### src/design/fsmf_pkg.sv
// ----------------------------------------------------------------------------
// fsmf_pkg
// Shared types and constants for the first substring match finder: the item
// action codes, default sizes and the control bundle broadcast to every cell.
// ----------------------------------------------------------------------------
package fsmf_pkg;

   // default sizes
   localparam int MAX_NEEDLE_DEF    = 256;
   localparam int POSITION_BITS_DEF = 32;

   // fixed item field widths
   localparam int ACTION_W   = 2;
   localparam int BYTE_W     = 8;
   localparam int POS_OUT_W  = 32;
   localparam int REQ_DATA_W = 8;
   localparam int RSP_DATA_W = 32;
   localparam int RSP_USER_W = 2;

   // what an input item asks for
   typedef enum logic [ACTION_W-1:0] {
      ACT_BEGIN    = 2'd0,
      ACT_APPEND   = 2'd1,
      ACT_HAYSTACK = 2'd2,
      ACT_END      = 2'd3
   } action_type;

   // control broadcast to every cell of the chain
   typedef struct packed {
      logic              clear;
      logic              load;
      logic              step;
      logic [BYTE_W-1:0] data;
   } cell_ctl_type;

endpackage

### src/design/fsmf_cell.sv
// ----------------------------------------------------------------------------
// fsmf_cell
// One cell of the matching chain. It holds one needle byte, an occupied flag
// and the partial match bit of the needle prefix that ends at its byte.
// Needle bytes enter at cell 0 and shift upward, so cell 0 always holds the
// last needle byte and its partial bit is the full-needle match.
// ----------------------------------------------------------------------------
module fsmf_cell
   import fsmf_pkg::*;
(
   input  logic              clock,
   input  logic              reset,
   input  cell_ctl_type      ctl,
   // from the lower neighbor (load shift)
   input  logic [BYTE_W-1:0] low_byte,
   input  logic              low_occ,
   // from the upper neighbor (shorter prefix)
   input  logic              up_occ,
   input  logic              up_pm,
   // to the neighbors
   output logic [BYTE_W-1:0] byte_out,
   output logic              occ_out,
   output logic              pm_out,
   // full-prefix result for this step
   output logic              match
);

   logic [BYTE_W-1:0] byte_ff, byte_in;
   logic              occ_ff, occ_in;
   logic              pm_ff, pm_in;
   logic              prev;

   // the top occupied cell holds needle byte 0 and has no prefix before it
   assign prev  = up_occ ? up_pm : 1'b1;
   assign match = occ_ff && prev && (byte_ff == ctl.data);

   // next state; most cycles carry no control and keep the cell as it is
   always_comb begin
      byte_in = byte_ff;
      occ_in  = occ_ff;
      pm_in   = pm_ff;
      if (ctl.clear) begin
         occ_in = 1'b0;
         pm_in  = 1'b0;
      end else if (ctl.load) begin
         byte_in = low_byte;
         occ_in  = low_occ;
      end else if (ctl.step) begin
         pm_in = match;
      end
   end

   always_ff @(posedge clock) begin
      if (reset) begin
         occ_ff <= 1'b0;
         pm_ff  <= 1'b0;
      end else begin
         occ_ff <= occ_in;
         pm_ff  <= pm_in;
      end
   end

   // needle byte needs no reset: unoccupied cells never match
   always_ff @(posedge clock) begin
      byte_ff <= byte_in;
   end

   assign byte_out = byte_ff;
   assign occ_out  = occ_ff;
   assign pm_out   = pm_ff;

endmodule

### src/design/first_substring_match_finder_top.sv
// ----------------------------------------------------------------------------
// first_substring_match_finder_top
// Loads a needle into a chain of byte cells, then scans a haystack one byte
// per item and reports where the needle first occurs, or that it does not.
// ----------------------------------------------------------------------------
//
//   channel  dir  tdata               tuser
//   req      in   data_byte [7:0]     action [1:0]
//   rsp      out  position [31:0]     found [0], needle_too_long [1]
//
// All cells compare the haystack byte at once and the match ripples one cell
// per item, so one byte is taken per clock while no result is held.
// A result is held in the output register; the next item is taken in the
// same cycle that the result leaves, and waits only while it is held.
// Synchronous reset clears the needle, the search state and the output valid.
// Begin new search clears the chain.
// ----------------------------------------------------------------------------
module first_substring_match_finder_top
   import fsmf_pkg::*;
#(
   parameter int MAX_NEEDLE    = MAX_NEEDLE_DEF,
   parameter int POSITION_BITS = POSITION_BITS_DEF
) (
   input  logic                  clock,
   input  logic                  reset,
   input  logic                  req_tvalid,
   output logic                  req_tready,
   input  logic [REQ_DATA_W-1:0] req_tdata,  // data_byte [7:0]
   input  logic [ACTION_W-1:0]   req_tuser,  // action [1:0]
   output logic                  rsp_tvalid,
   input  logic                  rsp_tready,
   output logic [RSP_DATA_W-1:0] rsp_tdata,  // position [31:0]
   output logic [RSP_USER_W-1:0] rsp_tuser   // found [0], needle_too_long [1]
);

   localparam int COUNT_W = $clog2(MAX_NEEDLE + 1);
   localparam int DIFF_W  = (POSITION_BITS > COUNT_W) ? POSITION_BITS : COUNT_W;

   // search state
   logic [COUNT_W-1:0]       count_ff, count_in;
   logic [POSITION_BITS-1:0] index_ff, index_in;
   logic                     done_ff, done_in;
   logic                     ovf_ff, ovf_in;

   // output register
   logic                 rsp_valid_ff, rsp_valid_in;
   logic                 found_ff, found_in;
   logic                 ntl_ff, ntl_in;
   logic [POS_OUT_W-1:0] pos_ff, pos_in;

   logic         req_fire;
   action_type   action;
   logic [BYTE_W-1:0] data_byte;
   cell_ctl_type ctl;
   logic         hit;

   // chain wiring
   logic [BYTE_W-1:0] cell_byte [MAX_NEEDLE];
   logic              cell_occ  [MAX_NEEDLE];
   logic              cell_pm   [MAX_NEEDLE];
   logic              cell_match[MAX_NEEDLE];

   // start index of a hit
   logic [COUNT_W-1:0]            span;
   logic [DIFF_W-1:0]             cur_ext, span_ext, start;
   logic [DIFF_W+POS_OUT_W-1:0]   start_ext;

   assign req_tready = !rsp_valid_ff || rsp_tready;
   assign req_fire   = req_tvalid && req_tready;
   assign action     = action_type'(req_tuser);
   assign data_byte  = req_tdata[BYTE_W-1:0];

   // cell 0 holds the last needle byte, so its match is the full needle
   assign hit = cell_match[0];

   assign span      = count_ff - COUNT_W'(1);
   assign cur_ext   = DIFF_W'(index_ff);
   assign span_ext  = DIFF_W'(span);
   assign start     = (cur_ext >= span_ext) ? (cur_ext - span_ext) : '0;
   assign start_ext = (DIFF_W+POS_OUT_W)'(start);

   // item decode and search control
   always_comb begin
      count_in     = count_ff;
      index_in     = index_ff;
      done_in      = done_ff;
      ovf_in       = ovf_ff;
      rsp_valid_in = rsp_valid_ff && !rsp_tready;
      found_in     = found_ff;
      ntl_in       = ntl_ff;
      pos_in       = pos_ff;
      ctl.clear    = 1'b0;
      ctl.load     = 1'b0;
      ctl.step     = 1'b0;
      ctl.data     = data_byte;
      if (req_fire) begin
         unique case (action)
            ACT_BEGIN: begin
               ctl.clear = 1'b1;
               count_in  = '0;
               index_in  = '0;
               done_in   = 1'b0;
               ovf_in    = 1'b0;
            end
            ACT_APPEND: begin
               if (data_byte != '0 && !done_ff && index_ff == '0) begin
                  if (count_ff < COUNT_W'(MAX_NEEDLE)) begin
                     ctl.load = 1'b1;
                     count_in = count_ff + COUNT_W'(1);
                  end else begin
                     ovf_in = 1'b1;
                  end
               end
            end
            ACT_HAYSTACK, ACT_END: begin
               if (!done_ff) begin
                  priority if (action == ACT_END || data_byte == '0) begin
                     // haystack end: only an empty needle has matched
                     rsp_valid_in = 1'b1;
                     found_in     = (count_ff == '0) && !ovf_ff;
                     pos_in       = '0;
                     ntl_in       = ovf_ff;
                     done_in      = 1'b1;
                  end else if (count_ff == '0 && !ovf_ff) begin
                     // empty needle matches at the start
                     rsp_valid_in = 1'b1;
                     found_in     = 1'b1;
                     pos_in       = '0;
                     ntl_in       = 1'b0;
                     done_in      = 1'b1;
                  end else begin
                     ctl.step = !ovf_ff;
                     if (index_ff != '1) begin
                        index_in = index_ff + POSITION_BITS'(1);
                     end
                     if (!ovf_ff && hit) begin
                        rsp_valid_in = 1'b1;
                        found_in     = 1'b1;
                        pos_in       = start_ext[POS_OUT_W-1:0];
                        ntl_in       = 1'b0;
                        done_in      = 1'b1;
                     end
                  end
               end
            end
            default: begin
            end
         endcase
      end
   end

   always_ff @(posedge clock) begin
      if (reset) begin
         count_ff     <= '0;
         index_ff     <= '0;
         done_ff      <= 1'b0;
         ovf_ff       <= 1'b0;
         rsp_valid_ff <= 1'b0;
      end else begin
         count_ff     <= count_in;
         index_ff     <= index_in;
         done_ff      <= done_in;
         ovf_ff       <= ovf_in;
         rsp_valid_ff <= rsp_valid_in;
      end
   end

   // result payload
   always_ff @(posedge clock) begin
      found_ff <= found_in;
      ntl_ff   <= ntl_in;
      pos_ff   <= pos_in;
   end

   // chain of cells
   for (genvar j = 0; j < MAX_NEEDLE; j++) begin : g_cell
      logic [BYTE_W-1:0] low_byte;
      logic              low_occ;
      logic              up_occ;
      logic              up_pm;

      if (j == 0) begin : g_first
         assign low_byte = data_byte;
         assign low_occ  = 1'b1;
      end else begin : g_mid
         assign low_byte = cell_byte[j-1];
         assign low_occ  = cell_occ[j-1];
      end

      if (j == MAX_NEEDLE - 1) begin : g_last
         assign up_occ = 1'b0;
         assign up_pm  = 1'b0;
      end else begin : g_inner
         assign up_occ = cell_occ[j+1];
         assign up_pm  = cell_pm[j+1];
      end

      fsmf_cell u_cell (
         .clock    (clock),
         .reset    (reset),
         .ctl      (ctl),
         .low_byte (low_byte),
         .low_occ  (low_occ),
         .up_occ   (up_occ),
         .up_pm    (up_pm),
         .byte_out (cell_byte[j]),
         .occ_out  (cell_occ[j]),
         .pm_out   (cell_pm[j]),
         .match    (cell_match[j])
      );
   end

   assign rsp_tvalid = rsp_valid_ff;
   assign rsp_tdata  = RSP_DATA_W'(pos_ff);
   assign rsp_tuser  = {ntl_ff, found_ff};

   // a pending result always belongs to a finished search
   a_done_with_result: assert property (@(posedge clock) disable iff (reset)
      rsp_valid_ff |-> done_ff)
      else $error("result pending while search not done");

   // cell 0 is occupied exactly when the needle is not empty
   a_occ_matches_count: assert property (@(posedge clock) disable iff (reset)
      cell_occ[0] == (count_ff != '0))
      else $error("chain occupancy disagrees with needle count");

   // the needle count stays within the store
   a_count_bound: assert property (@(posedge clock) disable iff (reset)
      count_ff <= COUNT_W'(MAX_NEEDLE))
      else $error("needle count beyond store depth");

   // overflow only happens with a full store
   a_ovf_full: assert property (@(posedge clock) disable iff (reset)
      ovf_ff |-> (count_ff == COUNT_W'(MAX_NEEDLE)))
      else $error("overflow flagged with store not full");

endmodule
### config.mk
export PLATFORM = sky130hd
export DESIGN_NAME = first_substring_match_finder_top
export DESIGN_NICKNAME = d
export VERILOG_FILES = /design/src/design/fsmf_pkg.sv /design/src/design/fsmf_cell.sv /design/src/design/first_substring_match_finder_top.sv
export SDC_FILE = /design/constraint.sdc
export NUM_CORES = 2
export LEC_CHECK = 0
export BUFFER_PORTS_ARGS = -buffer_cell sky130_fd_sc_hd__buf_4
export CORE_ASPECT_RATIO = 1.25
export CORE_MARGIN = 1
export CORE_UTILIZATION = 60
export CTS_CLUSTER_DIAMETER = 150
export DETAILED_ROUTE_END_ITERATION = 12
export PLACE_DENSITY_LB_ADDON = 0.1
export SYNTH_ARGS = -nofsm -noshare
export SYNTH_HDL_FRONTEND = slang
export SYNTH_SLANG_ARGS = --single-unit
### constraint.sdc
create_clock -name clock -period 109.9 [get_ports clock]
set_clock_uncertainty 0.2 [all_clocks]
set_input_delay 0 -clock clock [delete_from_list [all_inputs] [get_ports clock]]
set_output_delay 0 -clock clock [all_outputs]
set_load 0.02 [all_outputs]
==> metrics.txt <==
Final Hold Viols=0; FMAX=109 MHz; number of CTS-inserted buffers=240; I/O Buffers=49; clk buf depth=3; Yosys warnings=0; pwr dens=~17 nW/um^2; CP dominant cell by count=buf_4; ranking of synthesized cells by area=edfxtp_1, xor2_1, dfxtp_1; drt drc=7; Fin Setup TNS=0 ns; Netlist cell types=just under 60; Slew Limit Fails=0; r2r setup slk=100.74 ns; synth cell count leaders=edfxtp_1, xor2_1, nand2_1; met2 wire len=between 100 and 150 mm; Post-Syn Area per Cell=~13 um^2; First-pass DRT Iterations=10; maxcap violations=0; Post-CTS Repair Setup Buffers=0; Layout Nets=about 8100; CTS sink count=between 2000 and 3000; clk_lat worst skew=roughly 0.86 ns; Boundary Pins=50; largest net degree at the start of global routing=168; Synth top area share=a little under three fifths; CP cell instances=or4_1 > or4_4 > nor3_1 > and4_4 > buf_12 > buf_12 > buf_4 > buf_4 > buf_4 > buf_4 > buf_4; Die Wd=approximately 380 um; CP peak stage delay=slightly below 1 ns; hold slack=approximately 0.090 ns; sequential share of the synthesized area=about two thirds; Worst Tran Pin Value=approximately 1.2 ns; Hold WC Path Type=in -> reg; Die H=~480 um; Synth area leader=edfxtp_1; RSZ-0062 raised after global routing=false; Util after Layout=66.3%; DP HPWL=approximately 130 mm; critical path class=reg -> reg; Starting Density=60.4%; vias in the first global route=about 63000; Routed WL=221 mm; P&R area growth vs syn=9.79%; min cycle time layout=roughly 9.2 ns; Die Area=about 180000 um^2; layout cells sized above 1=~6.3%; first-pass GRT wire length=~350 mm; Post-Syn Area=~110000 um^2; Reg clk slew, reported paths=0.07 ns; met1 WL=96.2 mm; Vias/cell=~5.7; Post-Synthesis Cells=just over 8000; row count=174; post-synthesis async set-or-reset flop share=0%; CP max stage cell=buf_4; Root Driver=clkbuf_16; Leakage=approximately 31 nW; CP Capture Type=flip-flop; Max-slew headroom=20.0%; setup violators final=0; initial antenna violation count=1; crit path DAT=between 9 and 10 ns; most common cell in the synthesized netlist=edfxtp_1; Antenna Nets Post-Route=0; Post-synth EDFFs=around 2100; cell area after layout=approximately 120000 um^2; required time worst endpoint=110.18 ns; Setup crit start kind=flip-flop; gpl congestion=0.820; status=finished, violations left; top_reg_cell synth=edfxtp_1; vias=about 61000; highest routed layer=met4; core area=~180000 um^2; H-tree Lvls=4; grt ovf=0; post-synthesis register bit count=~2600; placed cell areas=roughly 110000 um^2; All-Layer GR Usage=24.4%; violated checks=DRC; CTS tree=done; met3 wire length=8.62 mm; DR WL/cell=between 20 and 25 um; drt initial violations=between 4000 and 5000; VDD IR max=between 15 and 20 uV; Post-Syn Nets=8111; Crit Path Max Fanout=~160; Final Cycle Share=approximately 8.3%
-- report_power, final --
group          switching (mW)  total [mW]  leakage [nW]  internal, mW
combinational          0.0651      0.0915          9.27        0.0264
sequential            0.00356        1.08          17.9          1.08
clock                   0.367       0.853          3.99         0.486
total                   0.436        2.03          31.2          1.59
-- worst paths after layout --
| path | cells after the start | startpoint | to |
|---|---|---|---|
| max | 11 | cur_ext[11] | g_cell[81].u_cell.byte_out[2] |
| min | 2 | req_tdata[4] | g_cell[0].u_cell.byte_out[4] |
| max reg2reg | 11 | cur_ext[11] | g_cell[81].u_cell.byte_out[2] |
| min reg2reg | 2 | g_cell[90].u_cell.pm_out | g_cell[90].u_cell.pm_out |
-- cells in the final DEF, fill, tap and decap left out, drive strengths merged, types with 2 or more instances in the layout --
master	instances
buf	135
nor2b	4
nand2	792
nand3b	3
nor4b	3
nand3	27
a31oi	2
clkbuf	354
and3	9
ha	13
o21a	2
or2	3
or4	265
dfxtp	555
mux2i	3
and4	7
nand2b	5
o41ai	3
o211ai	2
xnor2	790
nor3b	2
xor2	1308
clkinvlp	3
clkinv	73
o21ai	274
or4b	2
and2	4
inv	277
nor2	74
dlygate4sd3	25
nand4	281
nor3	22
o31ai	6
a21oi	536
bufinv	19
edfxtp	2082
a211oi	6
or3	20
nor4	267
-- layout make-up --
cell class / instances / area (um^2)
Timing Repair Buffer: 160 / 1410
Multi-Input combinational cell: 4748 / 32300
Fill cell: 12800 / 60600
Antenna cell: 1 / 2.50
Clock inverter: 104 / 1070
Clock buffer: 354 / 7020
Inverter: 268 / 1010
Sequential cell: 2637 / 73600
Tap cell: 2376 / 2970
-- critical path, delay by kind of cell (launching register included) --
| family | cells | cell delay (ns) |
|---|---|---|
| simple gates | 4 | 2.18 |
| flops | 1 | 0.35 |
| buf+inv | 7 | 5.49 |
-- metrics by stage --
stage / power (mW) / worst slack [ns] / std cells
after global placement: 1.19 / 100.82 / 10200
after global routing: 2.09 / 100.19 / 10600
after detailed placement: 1.19 / 100.62 / 10200
after floorplan: 1.24 / 60.10 / 8083
after CTS: 2.04 / 100.58 / 10600
final: 2.03 / 100.74 / 10600
-- cell families after synthesis --
kind of cell	count (synthesis)	share of synthesized area (%)
adders and majority gates	14	0.168
and+or+nand+nor	1792	8.63
xor gates and xnor gates	2098	16.9
AOI/OAI and AO/OA	841	3.96
buffers and inverters	698	2.63
muxes	3	0.0276
DFF	2637	67.7
-- sequential cells by signal, summed over array words and instances (netlist names) --
name / flops
g_cell.u_cell.occ_out: 256
found_ff: 1
rsp_tvalid: 1
g_cell.u_cell.pm_out: 255
count_ff: 9
ovf_ff: 1
done_ff: 1
ntl_ff: 1
g_cell.u_cell.byte_out: 2048
rsp_tdata: 32
cur_ext: 32
-- routing by layer --
metal | track usage, % | up-vias
met2 | 41.6 | 1285
met1 | 33.2 | 30900
met5 | 0 | -
li1 | - | 28600
met3 | 2.93 | 305
met4 | 6.25 | 0
-- repair_timing --
action	in CTS	in global routing
endpoints found under the hold margin	391	0
gates resized for setup	0	0
hold buffers	25	0
endpoints found under the setup margin	0	0
Power figures use the tool's default switching activity.
